--- config.mk ---
export PLATFORM = sky130hd
export DESIGN_NAME = crlf_line_framer_unit_flat
export DESIGN_NICKNAME = d
export VERILOG_FILES = /design/src/hw/rtl/clf_pkg.sv /design/src/hw/rtl/clf_rx_if.sv /design/src/hw/rtl/clf_line_if.sv /design/src/hw/rtl/clf_ctrl.sv /design/src/hw/rtl/clf_dp.sv /design/src/hw/rtl/crlf_line_framer_unit.sv /design/src/flat_wrapper.sv
export SDC_FILE = /design/constraint.sdc
export NUM_CORES = 1
export LEC_CHECK = 0
export BUFFER_PORTS_ARGS = -buffer_cell sky130_fd_sc_hd__buf_4
export CORE_AREA = 10 10 209 211
export DETAILED_ROUTE_END_ITERATION = 6
export DIE_AREA = 0 0 219 221
export PLACE_DENSITY_LB_ADDON = 0.3
export SETUP_SLACK_MARGIN = 0.15
export SLEW_MARGIN = 40
export SYNTH_ARGS = -nofsm -noshare
export SYNTH_HDL_FRONTEND = slang
export SYNTH_HIERARCHICAL = 1
export SYNTH_SLANG_ARGS = --single-unit
--- constraint.sdc ---
create_clock -name clk -period 3.24 [get_ports clk]
set_clock_uncertainty 0.2 [all_clocks]
set_input_delay 0.324 -clock clk [delete_from_list [all_inputs] [get_ports clk]]
set_output_delay 0.324 -clock clk [all_outputs]
set_load 0.1 [all_outputs]
--- src/hw/rtl/clf_pkg.sv ---
// Types and constants shared by the CR/LF line framer modules.
`default_nettype none
package clf_pkg;

  localparam int unsigned BYTE_W     = 8;
  localparam int unsigned LINE_LEN_W = 6;

  localparam logic [BYTE_W-1:0] CHAR_CR = 8'h0D;
  localparam logic [BYTE_W-1:0] CHAR_LF = 8'h0A;

  typedef enum logic [1:0] {
    ST_COLLECT,
    ST_FETCH,
    ST_SHOW
  } clf_state_t;

  typedef struct packed {
    logic store;
    logic drop;
    logic arm;
    logic start;
    logic fetch;
    logic advance;
  } clf_cmd_t;

  typedef struct packed {
    logic is_cr;
    logic is_lf;
    logic fill_zero;
    logic fill_full;
    logic armed;
    logic at_last;
  } clf_status_t;

endpackage
`default_nettype wire

--- src/hw/rtl/clf_rx_if.sv ---
// Request channel carrying one received byte.
`default_nettype none
interface clf_rx_if;
  logic                       valid;
  logic                       ready;
  logic [clf_pkg::BYTE_W-1:0] rx_byte;

  modport source (output valid, output rx_byte, input ready);
  modport sink (input valid, input rx_byte, output ready);
endinterface
`default_nettype wire

--- src/hw/rtl/clf_line_if.sv ---
// Request channel carrying one character of a completed line.
`default_nettype none
interface clf_line_if;
  logic                           valid;
  logic                           ready;
  logic [clf_pkg::BYTE_W-1:0]     line_byte;
  logic                           line_last;
  logic [clf_pkg::LINE_LEN_W-1:0] line_length;

  modport source (output valid, output line_byte, output line_last, output line_length,
                  input ready);
  modport sink (input valid, input line_byte, input line_last, input line_length,
                output ready);
endinterface
`default_nettype wire

--- src/hw/rtl/clf_ctrl.sv ---
// Controller state machine for the CR/LF line framer.
`default_nettype none
module clf_ctrl (
  input  wire logic                 clk,
  input  wire logic                 rst,
  input  wire logic                 in_valid,
  output logic                      in_ready,
  output logic                      out_valid,
  input  wire logic                 out_ready,
  input  wire clf_pkg::clf_status_t status,
  output clf_pkg::clf_cmd_t         cmd
);

  clf_pkg::clf_state_t state;
  clf_pkg::clf_state_t state_next;

  always_ff @(posedge clk) begin
    if (rst) begin
      state <= clf_pkg::ST_COLLECT;
    end else begin
      state <= state_next;
    end
  end

  always_comb begin
    state_next = state;
    cmd        = '0;
    in_ready   = 1'b0;
    out_valid  = 1'b0;
    unique case (state)
      clf_pkg::ST_COLLECT: begin
        in_ready = 1'b1;
        if (in_valid) begin
          priority if (!status.is_cr && !status.is_lf) begin
            if (status.fill_full) begin
              cmd.drop = 1'b1;
            end else begin
              cmd.store = 1'b1;
            end
          end else if (status.fill_zero) begin
            cmd = '0;
          end else if (!status.armed) begin
            if (status.is_cr) begin
              cmd.arm = 1'b1;
            end else begin
              cmd.drop = 1'b1;
            end
          end else if (status.is_lf) begin
            cmd.start  = 1'b1;
            state_next = clf_pkg::ST_FETCH;
          end else begin
            cmd.drop = 1'b1;
          end
        end
      end
      clf_pkg::ST_FETCH: begin
        cmd.fetch  = 1'b1;
        state_next = clf_pkg::ST_SHOW;
      end
      clf_pkg::ST_SHOW: begin
        out_valid = 1'b1;
        if (out_ready) begin
          if (status.at_last) begin
            state_next = clf_pkg::ST_COLLECT;
          end else begin
            cmd.advance = 1'b1;
            state_next  = clf_pkg::ST_FETCH;
          end
        end
      end
      default: begin
        state_next = clf_pkg::ST_COLLECT;
      end
    endcase
  end

endmodule
`default_nettype wire

--- src/hw/rtl/clf_dp.sv ---
// Datapath of the CR/LF line framer: line store, fill count and replay counter.
`default_nettype none
module clf_dp #(
  parameter int unsigned LINE_BYTES = 64
) (
  input  wire logic                           clk,
  input  wire logic                           rst,
  input  wire clf_pkg::clf_cmd_t              cmd,
  input  wire logic [clf_pkg::BYTE_W-1:0]     rx_byte,
  output clf_pkg::clf_status_t                status,
  output logic [clf_pkg::BYTE_W-1:0]          line_byte,
  output logic                                line_last,
  output logic [clf_pkg::LINE_LEN_W-1:0]      line_length
);

  localparam int unsigned AW = $clog2(LINE_BYTES);

  logic [clf_pkg::BYTE_W-1:0] mem [LINE_BYTES];
  logic [clf_pkg::BYTE_W-1:0] rd_data;
  logic [AW-1:0]              fill;
  logic                       armed;
  logic [AW-1:0]              idx;
  logic [AW-1:0]              len;

  always_ff @(posedge clk) begin
    if (cmd.store) begin
      mem[fill] <= rx_byte;
    end
    if (cmd.fetch) begin
      rd_data <= mem[idx];
    end
  end

  always_ff @(posedge clk) begin
    if (rst) begin
      fill  <= '0;
      armed <= 1'b0;
    end else begin
      priority if (cmd.store) begin
        fill <= fill + AW'(1);
      end else if (cmd.drop || cmd.start) begin
        fill  <= '0;
        armed <= 1'b0;
      end else if (cmd.arm) begin
        armed <= 1'b1;
      end
    end
  end

  always_ff @(posedge clk) begin
    if (cmd.start) begin
      idx <= '0;
      len <= fill;
    end else if (cmd.advance) begin
      idx <= idx + AW'(1);
    end
  end

  always_comb begin
    status.is_cr     = (rx_byte == clf_pkg::CHAR_CR);
    status.is_lf     = (rx_byte == clf_pkg::CHAR_LF);
    status.fill_zero = (fill == '0);
    status.fill_full = (fill == AW'(LINE_BYTES - 1));
    status.armed     = armed;
    status.at_last   = (idx == len - AW'(1));
  end

  assign line_byte   = rd_data;
  assign line_last   = status.at_last;
  assign line_length = clf_pkg::LINE_LEN_W'(len);

endmodule
`default_nettype wire

--- src/hw/rtl/crlf_line_framer_unit.sv ---
// Top level of the CR/LF line framer.
// Takes one received byte per request and collects it into a line store of
// LINE_BYTES entries; a line of up to LINE_BYTES-1 characters ended by CR
// then LF is replayed as one request per character, with line_last on the
// final one and the line length on each. An ordinary byte is accepted
// whenever the block is collecting. After the closing LF the block takes no
// input while it replays the line: each character is a read of the line
// store, then the output request, and an output stall holds the replay.
// Overlong lines, an LF without a CR before it, and CR CR are dropped
// without output. No clearing pass follows reset.
`default_nettype none
module crlf_line_framer_unit #(
  parameter int unsigned LINE_BYTES = 64
) (
  input wire logic  clk,
  input wire logic  rst,
  clf_rx_if.sink    rx,
  clf_line_if.source lines
);

  clf_pkg::clf_cmd_t    cmd;
  clf_pkg::clf_status_t status;

  logic                           in_valid;
  logic                           in_ready;
  logic                           out_valid;
  logic                           out_ready;
  logic [clf_pkg::BYTE_W-1:0]     out_byte;
  logic                           out_last;
  logic [clf_pkg::LINE_LEN_W-1:0] out_length;

  assign in_valid          = rx.valid;
  assign rx.ready          = in_ready;
  assign out_ready         = lines.ready;
  assign lines.valid       = out_valid;
  assign lines.line_byte   = out_byte;
  assign lines.line_last   = out_last;
  assign lines.line_length = out_length;

  clf_ctrl u_ctrl (
    .clk       (clk),
    .rst       (rst),
    .in_valid  (in_valid),
    .in_ready  (in_ready),
    .out_valid (out_valid),
    .out_ready (out_ready),
    .status    (status),
    .cmd       (cmd)
  );

  clf_dp #(
    .LINE_BYTES (LINE_BYTES)
  ) u_dp (
    .clk         (clk),
    .rst         (rst),
    .cmd         (cmd),
    .rx_byte     (rx.rx_byte),
    .status      (status),
    .line_byte   (out_byte),
    .line_last   (out_last),
    .line_length (out_length)
  );

endmodule
`default_nettype wire

--- src/flat_wrapper.sv ---
// flat-port wrapper written by rule: the top's interface ports become plain ports
module crlf_line_framer_unit_flat 
#(
  parameter int unsigned LINE_BYTES = 64
)
  (clk, rst, rx_valid, rx_rx_byte, rx_ready, lines_valid, lines_line_byte, lines_line_last, lines_line_length, lines_ready);
  clf_rx_if rx_i ();
  clf_line_if lines_i ();
  input wire logic clk;
  input wire logic rst;
  input wire logic [$bits(rx_i.valid)-1:0] rx_valid;
  input wire logic [$bits(rx_i.rx_byte)-1:0] rx_rx_byte;
  output wire logic [$bits(rx_i.ready)-1:0] rx_ready;
  output wire logic [$bits(lines_i.valid)-1:0] lines_valid;
  output wire logic [$bits(lines_i.line_byte)-1:0] lines_line_byte;
  output wire logic [$bits(lines_i.line_last)-1:0] lines_line_last;
  output wire logic [$bits(lines_i.line_length)-1:0] lines_line_length;
  input wire logic [$bits(lines_i.ready)-1:0] lines_ready;
  assign rx_i.valid = rx_valid;
  assign rx_i.rx_byte = rx_rx_byte;
  assign rx_ready = rx_i.ready;
  assign lines_valid = lines_i.valid;
  assign lines_line_byte = lines_i.line_byte;
  assign lines_line_last = lines_i.line_last;
  assign lines_line_length = lines_i.line_length;
  assign lines_i.ready = lines_ready;
  crlf_line_framer_unit #(.LINE_BYTES(LINE_BYTES)) u_core (.clk(clk), .rst(rst), .rx(rx_i), .lines(lines_i));
endmodule
# [After elaboration in Yosys (flattened, before gate mapping)]
# Memories as Yosys holds them, arrays and structs flattened. A register that Yosys moved wholly into a read port is not among the register bits.
# Cells that the tools add are included.
[totals] latch_bits=0 memories=1 rom_bits=0 ff_bits=21 ram_bits=512 in_bits=12 elab_cells=66
[memory_table] memory="u_core.u_dp.mem" depth=64 word_bits=8 read_ports=1 rd_clocked_by_memory_dff=1 write_ports=1 line="clf_dp.sv:18" text="logic [clf_pkg::BYTE_W-1:0] mem [LINE_BYTES];"
[classes] n_eq_ne=12 shift=0 n_lt_le_gt_ge=0 add_sub_neg=3 mux=34 reduce_logical=10 div_mod_pow=0 mul=0 bitwise_logic=1
[op_table] operator="1-bit two-way mux" count=18
[op_table] operator="6-bit two-way mux" count=3
[op_table] operator="8-bit by 4-bit equality test with 1-bit output (second input constant)" count=2
[op_table] operator="2-bit two-way mux" count=7
[op_table] operator="6-bit by 1-bit adder with 6-bit output (second input constant)" count=2
[op_table] operator="2-bit != test (second input constant)" count=6
[op_table] operator="4-bit two-way mux" count=2
[op_table] operator="6-bit equality test" count=1
[op_table] operator="6-bit equality test (second input constant)" count=1
[op_table] operator="6-bit logical NOT" count=1
[op_table] operator="2-bit one-hot mux with 3 select lines" count=1
[op_table] operator="6-bit AND reduction" count=1
[op_table] operator="6-bit by 1-bit subtractor with 6-bit output (second input constant)" count=1
[op_table] operator="1-bit one-hot mux with 2 select lines" count=2
[op_table] operator="2-bit nonzero test" count=2
[op_table] operator="3-bit two-way mux" count=1
[op_table] operator="2-bit by 1-bit equality test with 1-bit output (second input constant)" count=1
[op_table] operator="2-bit equality test (second input constant)" count=1
[op_table] operator="1-bit logical NOT" count=2
[op_table] operator="2-bit logical NOT" count=1
[op_table] operator="2-bit AND reduction" count=1
[op_table] operator="1-bit logical AND" count=1
[op_table] operator="1-bit logical OR" count=1
[op_table] operator="1-bit inverter" count=1

# [Depth between registers and ports, before layout]
# Gate-level depths: netlist of the first run.
[logic_depth] depth_word=10 ltp_mapped=12

# [By module]
# Netlist of the first run, hierarchy kept.
[by_module_without_submodules] mod="clf_dp" instances=1 area_each_um2=21272.9 cells_each=1089 seq_area_each_um2=16055.4
[by_module_without_submodules] mod="clf_ctrl" instances=1 area_each_um2=197.7 cells_each=23 seq_area_each_um2=40.0

# [Worst setup path after synthesis of the first run]
# No wires, ideal clock.
[synth_path] kind="reg-to-reg" start="reg u_core.u_dp.len[0], in the netlist u_core/u_dp/line_length[0]" end="reg u_core.u_dp.idx[3]" period_less_slack_ns=5.891 stages_incl_launch_ff=13 setup_time_ns=0.160 path_slack_ns=-2.651 arrival_ns=5.531 cell_sequence="edfxtp_1 > inv_1 > ha_1 > nor2b_1 > xnor2_1 > nor3_1 > a31oi_1 > nor4_1 > buf_4 > nor3b_1 > nand4_1 > xor2_1 > nor2_1"
[synth_rtl] element="start: declaration" line="clf_dp.sv:23" text="logic [AW-1:0] len;"
[synth_rtl] element="start signal: assignment" line="clf_dp.sv:53" text="len <= fill;"
[synth_rtl] element="end signal: assignment" line="clf_dp.sv:55" text="idx <= idx + AW'(1);"
[synth_rtl] element="end: declaration" line="clf_dp.sv:22" text="logic [AW-1:0] idx;"

==> results.sh, run 1 <==
export IMPL_powerDensity_nw_per_um2=582
export IMPL_clk_pin_slew_ns=0.07
export IMPL_synth_edff_count=526
export IMPL_final_common_cell="edfxtp_1"
export IMPL_synth_area_um2=21500
export IMPL_fin_area_um2=24500
export IMPL_routed_wl_um=48600
export IMPL_syn_nets=1128
export IMPL_grt_max_degree=65
export IMPL_tightestPinTransition_ns=0.863
export IMPL_io_buffers=28
export IMPL_ant_nets=0
export IMPL_antenna_found_initial=0
export IMPL_cts_buffer_depth=3
export IMPL_clock_sinks=541
export IMPL_row_count=73
export IMPL_overflow=0
export IMPL_ys_seq_area_share_pct=75.0
export IMPL_cts_tree="built"
export IMPL_final_util_pct=62.2
export IMPL_required_ns=3.26
export IMPL_rsz0062_at_grt="true"
export IMPL_cts_root_buffer="clkbuf_16"
export IMPL_cts_max_level=2
export IMPL_vdd_drop_max_v=0.000446
export IMPL_end_kind="flop"
export IMPL_drt_first_pass_iters=7
export IMPL_viasPerCell=6.23
export IMPL_critPathLaunchType="flop"
export IMPL_layout_nets=1219
export IMPL_die_x_um=219
export IMPL_dp_hpwl_um=30100
export IMPL_grt_pass1_vias=10981
export IMPL_min_path_type="in -> reg"
export IMPL_synthFlopType="edfxtp_1"
export IMPL_hold_viol_final=0
export IMPL_slew_headroom_pct=42.3
export IMPL_rr_endpoint="u_core/u_dp/mem[0][3]"
export IMPL_syn_to_final_growth_pct=14.2
export IMPL_grt_use_total_pct=20.2
export IMPL_start_util_pct=54.4
export IMPL_leakage_nw=7.41
export IMPL_yosys_cell_types_count=61
export IMPL_period_needed_ns=3.12
export IMPL_async_flop_share_pct=0
export IMPL_max_freq_mhz=320
export IMPL_finalMaxSlewViolations=0
export IMPL_layout_drive_gt1_share_pct=26.6
export IMPL_max_cap_violations=0
export IMPL_cpMostUsedCell="nor2_1"
export IMPL_die_h_um=221
export IMPL_worst_r2r_path_depth=9
export IMPL_status="complete, no violations"
export IMPL_cts_buffers_inserted=53
export IMPL_drc_errors=0
export IMPL_r2r_start="u_core/u_dp/fill[0]"
export IMPL_first_iter_violations=1385
export IMPL_place_gp_congestion=0.892
export IMPL_endpoint="u_core/u_dp/mem[0][3]"
export IMPL_slowest_stage="nor2_1"
export IMPL_crit_type="reg -> reg"
export IMPL_finalSetupViolCount=0
export IMPL_wl_per_cell_um=27.4
export IMPL_grt_first_pass_wirelength_um=72900
export IMPL_slowest_delay_ns=0.66
export IMPL_final_cell_mix="526 x edfxtp_1, 95 x mux2i_1, 93 x mux4_2, 89 x buf_4"
export IMPL_postPlaceCellArea_um2=22500
export IMPL_ios=29
export IMPL_crit_chain="ha_1 > nand2_1 > nor2_1 > nor4_1 > inv_1 > nor2_1 > buf_4 > nand2_1 > nor2_1"
export IMPL_regToRegSetupSlack_ns=0.12
export IMPL_ys_seq_elements=541
export IMPL_ys_warnings_count=6
export IMPL_dieArea_um2=48400
export IMPL_finalWorstSetupSlack_ns=0.117
export IMPL_antenna_cells=0
export IMPL_dp_worst_setup_slack_ns=0.0313
export IMPL_core_area_um2=39500
export IMPL_dr_total_vias=11027
export IMPL_path_max_fanout=8
export IMPL_startpoint="u_core/u_dp/fill[0]"
export IMPL_syn_area_per_cell_um2=19.3
export IMPL_fin_crit_sh_pct=96.4
export IMPL_clk_latency_ns=0.60
export IMPL_syn_inst=1112
export IMPL_arrival_ns=3.14
through the flow:
stage               TNS (ns)  hold slack (ns)  power, mW  instances
finish                     0           0.0402       14.3       1771
global route               0           0.0352       14.7       1771
detailed placement         0            0.321       8.07       1663
global placement           0            0.314       8.06       1663
floorplan             -43.31            0.193       7.89       1112
CTS                        0           0.0272       14.4       1765
cells in the mapped netlist (8+ instances only):
cell type / n / area (um^2)
a21oi_1: 10 / 50.1
buf_6: 11 / 124
buf_4: 13 / 97.6
nand2_1: 21 / 78.8
nor3_1: 11 / 55.1
dfxtp_1: 15 / 300
mux4_2: 93 / 2090
o22ai_1: 31 / 194
mux2i_1: 95 / 951
buf_2: 18 / 90.1
nor2_1: 80 / 300
o21ai_0: 21 / 105
clkbuf_1: 19 / 71.3
edfxtp_1: 526 / 15800
nand3_1: 8 / 40.0
a211oi_1: 29 / 218
xnor2_1: 8 / 70.1
cell families after synthesis:
group / count (synthesis) / synth area share (%)
AOI/OAI and AO/OA: 118 / 3.67
xor gates and xnor gates: 13 / 0.530
adders and majority gates: 4 / 0.233
buffers and inverters: 72 / 2.10
DFF: 541 / 75.0
muxes: 192 / 14.5
and+or+nand+nor: 172 / 4.04
final cells by class:
cell class              instances  area, um^2
inverters                       7        26.3
repair buffers                101         860
flip-flops and latches        541       16100
fillers                      2780       14900
well taps                     525         657
clock inverters                40         483
multi-input cells             499        5050
clock buffers                  58        1350
worst min-delay path by stage:
stage	start	to	slack, ns	depth (start not counted)
6_report	rx_rx_byte[2]	u_core/u_dp/mem[63][2]	0.04	2
5_1_grt	rx_rx_byte[2]	u_core/u_dp/mem[62][2]	0.04	2
3_5_place_dp	u_core/u_ctrl/state[0]	u_core/u_ctrl/state[0]	0.32	1
2_1_floorplan	rst	u_core/u_dp/fill[2]	0.19	1
3_3_place_gp	u_core/u_ctrl/state[0]	u_core/u_ctrl/state[0]	0.31	1
4_1_cts	rx_rx_byte[2]	u_core/u_dp/mem[62][2]	0.03	2
sequential cells by signal, summed over array words and instances, names as in the netlist:
| register | cells |
|---|---|
| u_core/u_dp/line_byte | 8 |
| u_core/u_dp/mem | 512 |
| u_core/u_dp/line_length | 6 |
| u_core/u_dp/fill | 6 |
| u_core/u_ctrl/state | 2 |
| u_core/u_dp/idx | 6 |
| u_core/u_dp/armed | 1 |
where the power goes:
part	switching (mW)	total, mW	internal [mW]
logic	0.182	0.232	0.0491
clock network	2.55	6.36	3.80
registers	0.00533	7.69	7.69
per-layer routing:
metal	track usage (%)	up-vias	part of all wire [%]
met1	29.1	5678	41
li1	-	4719	-
met3	4.46	69	9.3
met4	4.88	0	1.9
met2	31.0	561	48
met5	0	-	0
worst max-delay path: cells and delay by family, from the launching register on:
family | cells | cell delay [ns]
simple gates | 6 | 1.72
fa+ha+maj | 1 | 0.22
buf+inv | 2 | 0.27
flops | 1 | 0.32
repair_timing:
item                                    in CTS  in global routing
hold buffers                                 4                  0
pin swaps                                    0                  3
gates resized for setup                      2                 16
endpoints found under the hold margin       11                  0
endpoints found under the setup margin       9                154
setup buffers                                0                  6
Note: power is estimated with default switching activity, not from simulation.
==> run 2: changes to the inputs <==
Settings changed: ABC_AREA from default to 1, CORE_AREA 10 10 209 211 to 10 10 216 218, DIE_AREA 0 0 219 221 to 0 0 226 228, MAX_ROUTING_LAYER from default to met4.
==> run 2 against run 1 <==
Net effect:
- synthesized cell count grew 94%
- die area grew 6.5%
- setup slack gained 0.058 ns
- combinational power grew to 13 times the previous value
- design area grew 4.8%
- fmax grew 1.9%
- clock power shrank 0.9%
- count of clock-buffer cells in the layout shrank 2
- global-route usage grew 3.3 points
- first-iteration DRC count grew 57%
- largest cell class unchanged
==> results.sh, run 2 <==
export IMPL_status="complete, no violations"
export IMPL_drt_first_pass_iters=6
export IMPL_ys_seq_area_share_pct=69.7
export IMPL_max_cap_violations=0
export IMPL_top_layer="met4"
export IMPL_dr_total_vias=15803
export IMPL_syn_inst=2158
export IMPL_synth_edff_count=526
export IMPL_ys_warnings_count=6
export IMPL_p_sw_share_pct=28.6
export IMPL_p_switching_mw=4.91
export IMPL_ant_nets=0
export IMPL_layout_nets=2200
export IMPL_grt_use_total_pct=23.5
export IMPL_wl_met2_um=27100
export IMPL_p_comb_share_pct=18.2
export IMPL_vdd_drop_max_v=0.000639
export IMPL_finalMaxSlewViolations=0
export IMPL_grt_max_degree=128
export IMPL_place_gp_congestion=0.978
export IMPL_end_kind="flop"
export IMPL_slew_headroom_pct=46.7
export IMPL_syn_to_final_growth_pct=11.3
export IMPL_yosys_cell_types_count=34
export IMPL_synth_top_area_share_pct=68.4
export IMPL_crit_type="reg -> reg"
export IMPL_rsz0062_at_grt="true"
export IMPL_synthTopCellsByArea="edfxtp_1 68%, nand2_1 12%, nand3_1 6.1%"
export IMPL_grt_first_pass_wirelength_um=89100
export IMPL_antenna_cells=0
export IMPL_syn_nets=2174
export IMPL_synth_top_area_cell="edfxtp_1"
export IMPL_multi_input_area_um2=5660
export IMPL_cts_tree="built"
export IMPL_die_x_um=226
export IMPL_grt_pass1_vias=15177
export IMPL_row_count=76
export IMPL_finalWorstSetupSlack_ns=0.175
export IMPL_n_fill_cell=3297
export IMPL_wl_met1_um=23600
export IMPL_cts_max_level=2
export IMPL_synth_area_um2=23100
export IMPL_synth_compound_area_share_pct=2.26
export IMPL_pwr_share_seq_pct=45.1
export IMPL_layout_area_seq_um2=16100
export IMPL_tightestPinTransition_ns=0.800
export IMPL_period_needed_ns=3.07
export IMPL_dp_worst_setup_slack_ns=0.0193
export IMPL_synthFlopType="edfxtp_1"
export IMPL_async_flop_share_pct=0
export IMPL_required_ns=3.28
export IMPL_max_freq_mhz=326
export IMPL_leakage_nw=9.93
export IMPL_core_area_um2=42500
export IMPL_min_path_type="in -> reg"
export IMPL_regMostFlops="u_core/u_dp/mem"
export IMPL_dieArea_um2=51500
export IMPL_clk_latency_ns=0.61
export IMPL_largest_reg_flops=512
export IMPL_ys_seq_elements=541
export IMPL_syn_area_per_cell_um2=10.7
export IMPL_dp_hpwl_um=36100
export IMPL_yosysMostFrequentCell="nand2_1"
export IMPL_io_buffers=28
export IMPL_routed_wl_um=59100
export IMPL_route_met3_wl_um=5800
export IMPL_post_place_cells=2669
export IMPL_synth_top_family_by_area="simple AND/OR/NAND/NOR gates"
export IMPL_fin_setup_tns_ns=0
export IMPL_die_h_um=228
export IMPL_synthTopCellsByCount="731 x nand2_1, 526 x edfxtp_1, 283 x nand3_1"
export IMPL_arrival_ns=3.11
export IMPL_layout_drive_gt1_share_pct=8.22
export IMPL_finalNonFillerCells=2772
export IMPL_powerDensity_nw_per_um2=669
export IMPL_clock_sinks=541
export IMPL_first_iter_violations=2177
export IMPL_final_common_cell="nand2_1"
export IMPL_cts_root_buffer="clkbuf_16"
export IMPL_antenna_found_initial=0
export IMPL_hold_viol_final=0
export IMPL_wl_per_cell_um=21.3
export IMPL_synth_mux_area_share_pct=0
export IMPL_synth_simple_area_share_pct=21.5
export IMPL_fin_crit_sh_pct=94.6
export IMPL_drc_errors=0
export IMPL_p_int_mw=12.3
export IMPL_synthAdderAreaFrac_pct=0.217
export IMPL_final_util_pct=60.5
export IMPL_finalSetupViolCount=0
export IMPL_clk_pin_slew_ns=0.06
export IMPL_start_util_pct=54.3
export IMPL_final_cell_mix="731 x nand2_1, 526 x edfxtp_1, 283 x nand3_1, 186 x inv_1, 167 x nor2_1"
export IMPL_overflow=0
export IMPL_power_share_clock_pct=36.7
export IMPL_critPathLaunchType="flop"
export IMPL_path_max_fanout=8
export IMPL_ios=29
export IMPL_cts_buffers_inserted=53
export IMPL_cts_buffer_depth=3
export IMPL_synth_xor_area_share_pct=0.303
export IMPL_viasPerCell=5.70
==> run 2: final timing paths <==
kind                                          start                      to  slack, ns  cells past startpoint
worst min register to register    u_core/u_dp/armed       u_core/u_dp/armed       0.35                      2
worst max register to register  u_core/u_dp/fill[1]  u_core/u_dp/mem[62][4]       0.17                     10
worst max-delay path            u_core/u_dp/fill[1]  u_core/u_dp/mem[62][4]       0.17                     10
worst min-delay path                  rx_rx_byte[6]  u_core/u_dp/mem[47][6]       0.05                      2
==> run 2: critical path, stage by stage (launching register included) <==
cell,delay (ns)
dfxtp_1,0.38
ha_1,0.22
nand3_1,0.11
nor2_1,0.05
inv_1,0.05
nand2_1,0.06
nor2_1,0.15
inv_1,0.12
nor2_1,0.30
nand2_1,0.40
nor2_1,0.65
==> run 2: layout make-up <==
cell class | instances | share of cell area (%)
clock buffer | 56 | 5.20
inverter | 194 | 2.87
tap | 546 | 2.66
sequential | 541 | 62.7
timing repair buffer | 82 | 2.85
clock inverter | 41 | 1.75
multi-input combinational | 1312 | 22.0
==> run 2: metal layers <==
| metal | vias to the layer above | track usage (%) |
|---|---|---|
| li1 | 7268 | - |
| met1 | 7510 | 31.6 |
| met2 | 874 | 35.3 |
| met3 | 151 | 3.46 |
| met4 | 0 | 10.0 |
| met5 | - | - |
==> run 2: what timing repair did <==
action,in CTS,in global routing
gates resized for setup,3,9
buffers inserted,0,0
hold buffers,6,0
setup endpoints to repair,1,103
hold endpoints to repair,29,0
==> run 2: power by group through the flow <==
stage	Clock [mW]	Sequential, mW	Combinational [mW]
finish	6.30	7.75	3.13
floorplan	0	7.88	2.17
global placement	0	7.90	3.01
global route	6.67	7.75	3.42
CTS	6.38	7.75	3.09
detailed placement	0	7.90	3.06
==> run 2: cell families after synthesis <==
| family | Yosys count |
|---|---|
| XOR/XNOR | 8 |
| AND/OR/NAND/NOR | 1211 |
| flip-flops | 541 |
| adder cells (fa/ha/maj) | 4 |
| AO/OA/AOI/OAI | 89 |
| buffers and inverters | 305 |
==> run 2: stage by stage <==
step                hold slack [ns]  power, mW  cell area (um^2)
global placement              0.327       10.9             23800
detailed placement            0.337       11.0             23800
global route                 0.0582       17.8             25700
CTS                          0.0559       17.2             25700
floorplan                     0.186       10.1             23100
finish                       0.0494       17.2             25700
==> run 3: changes to the inputs <==
Settings changed: CTS_BUF_LIST from default to sky130_fd_sc_hd__clkbuf_8.
==> run 3 against run 2 <==
Net effect:
- die area did not move
- count of clock-buffer cells in the layout rose by 31
- setup slack got worse by 0.017 ns
- largest power group unchanged
- worst hold slack got worse by 0.026 ns
- clock power fell by 18%
- highest routed layer unchanged
- critical path depth rose by 1
- global-route usage rose by 0.18 points
- fmax fell by 0.56%
- sequential power barely moved
- register-to-register slack improved by 0.095 ns
- sequential cell count did not move
==> results.sh, run 3 (same netlist as run 2, synthesis figures left out) <==
export IMPL_status="complete, no violations"
export IMPL_n_fill_cell=3382
export IMPL_overflow=0
export IMPL_max_cap_violations=0
export IMPL_max_freq_mhz=324
export IMPL_grt_first_pass_wirelength_um=89800
export IMPL_final_util_pct=59.9
export IMPL_largest_reg_flops=512
export IMPL_rsz0062_at_grt="true"
export IMPL_routed_wl_um=59400
export IMPL_fin_area_um2=25500
export IMPL_dp_hpwl_um=36100
export IMPL_leakage_nw=9.88
export IMPL_row_count=76
export IMPL_p_switching_mw=4.91
export IMPL_post_place_cells=2669
export IMPL_clock_sinks=541
export IMPL_crit_chain="dlygate4sd3_1 > buf_4 > nand4_1 > nor2_1 > nor2_1 > nand2_1 > nor2_1 > inv_1 > nor2_1 > nand2_1 > nor2_2"
export IMPL_p_int_mw=11.2
export IMPL_cts_buffers_inserted=85
export IMPL_finalNonFillerCells=2825
export IMPL_cts_buffer_depth=3
export IMPL_required_ns=3.33
export IMPL_hold_viol_final=0
export IMPL_viasPerCell=5.63
export IMPL_slowest_delay_ns=0.54
export IMPL_grt_max_degree=128
export IMPL_die_h_um=228
export IMPL_end_kind="flop"
export IMPL_slew_headroom_pct=46.2
export IMPL_ant_nets=0
export IMPL_drt_first_pass_iters=7
export IMPL_postPlaceCellArea_um2=23800
export IMPL_postCtsSetupBuffers=0
export IMPL_slowest_stage="dlygate4sd3_1"
export IMPL_tightestPinTransition_ns=0.808
export IMPL_final_cell_mix="730 x nand2_1, 526 x edfxtp_1, 283 x nand3_1, 204 x inv_1, 152 x nor2_1"
export IMPL_p_sw_share_pct=30.6
export IMPL_first_iter_violations=2311
export IMPL_layout_drive_gt1_share_pct=9.75
export IMPL_dieArea_um2=51500
export IMPL_cts_tree="built"
export IMPL_layout_nets=2232
export IMPL_grt_pass1_vias=15512
export IMPL_powerDensity_nw_per_um2=631
export IMPL_place_gp_congestion=0.978
export IMPL_io_buffers=28
export IMPL_period_needed_ns=3.08
export IMPL_antenna_found_initial=1
export IMPL_cts_root_buffer="clkbuf_8"
export IMPL_pwr_share_seq_pct=48.3
export IMPL_final_common_cell="nand2_1"
export IMPL_clk_pin_slew_ns=0.06
export IMPL_crit_type="in -> reg"
export IMPL_cts_max_level=3
export IMPL_p_comb_share_pct=19.5
export IMPL_drc_errors=0
export IMPL_vdd_drop_max_v=0.000394
export IMPL_finalMaxSlewViolations=0
export IMPL_finalSetupViolCount=0
export IMPL_clk_latency_ns=0.65
export IMPL_cpMostUsedCell="nor2_1"
export IMPL_whs_ns=0.0233
export IMPL_arrival_ns=3.17
export IMPL_min_path_type="in -> reg"
export IMPL_grt_use_total_pct=23.7
export IMPL_ios=29
export IMPL_core_area_um2=42500
export IMPL_regToRegSetupSlack_ns=0.27
export IMPL_die_x_um=226
export IMPL_path_max_fanout=14
export IMPL_syn_to_final_growth_pct=10.3
export IMPL_fin_crit_sh_pct=95.1
export IMPL_critPathLaunchType="input port"
export IMPL_start_util_pct=54.3
export IMPL_regMostFlops="u_core/u_dp/mem"
export IMPL_power_mw=16.1
export IMPL_power_share_clock_pct=32.3
export IMPL_dr_total_vias=15900
export IMPL_wl_per_cell_um=21.0
run 3: cell types whose count changed in the layout (fill, tap and decap cells not counted), moves of 3 or more:
cell and change:
nor2_2 +13, clkinv_1 +14, clkbuf_1 -3, clkbuf_8 +87, inv_1 +18, bufinv_16 -8, nor2_1 -15, clkbuf_16 -53
run 3: worst paths after layout:
path / end / depth (start not counted) / startpoint
max: u_core/u_dp/mem[60][4] / 11 / rx_rx_byte[3]
min: u_core/u_dp/mem[47][6] / 2 / rx_rx_byte[6]
max reg2reg: u_core/u_dp/mem[60][4] / 10 / u_core/u_dp/fill[1]
min reg2reg: u_core/u_dp/armed / 2 / u_core/u_dp/armed
run 3: stage by stage:
step           setup TNS (ns)  setup WS, ns
2_1_floorplan           -1.46        -0.378
3_3_place_gp                0        0.0714
6_report                    0         0.158
5_1_grt                     0        0.0192
3_5_place_dp                0        0.0193
4_1_cts                     0         0.159
run 3: layout make-up:
class | count | area [um^2] | share of cell area [%]
tap | 546 | 683 | 2.68
sequential | 541 | 16100 | 63.2
timing repair buffer | 82 | 736 | 2.89
antenna | 1 | 2.50 | 0.00983
clock buffer | 87 | 1200 | 4.70
multi-input combinational | 1312 | 5710 | 22.4
clock inverter | 62 | 294 | 1.15
inverter | 194 | 737 | 2.89
run 3: what timing repair did:
item	in CTS	in global routing
pin swaps	0	1
hold buffers	6	0
setup endpoints to repair	1	188
gates cloned	0	0
endpoints found under the hold margin	31	0
resized for setup	4	27
run 3: per-layer routing:
layer / part of all wire (%) / vias up / global-route usage [%] / wire length (um)
li1: - / 7338 / - / -
met1: 40 / 7533 / 31.6 / 23700
met2: 46 / 883 / 35.4 / 27100
met3: 11 / 146 / 4.02 / 6310
met4: 3.9 / 0 / 10.2 / 2310
met5: 0 / - / - / 0
run 3: power groups by stage:
| stage | logic (mW) | registers, mW | clock network [mW] |
|---|---|---|---|
| after global routing | 3.42 | 7.75 | 5.60 |
| final | 3.13 | 7.76 | 5.18 |
| after CTS | 3.08 | 7.76 | 5.27 |
| after global placement | 3.01 | 7.90 | 0 |
| after detailed placement | 3.06 | 7.90 | 0 |
| after floorplan | 2.17 | 7.88 | 0 |
run 3: worst max-delay path: cells and delay by family:
family	cells	cell delay [ns]
buffers and inverters	3	0.87
AND/OR/NAND/NOR	8	1.97
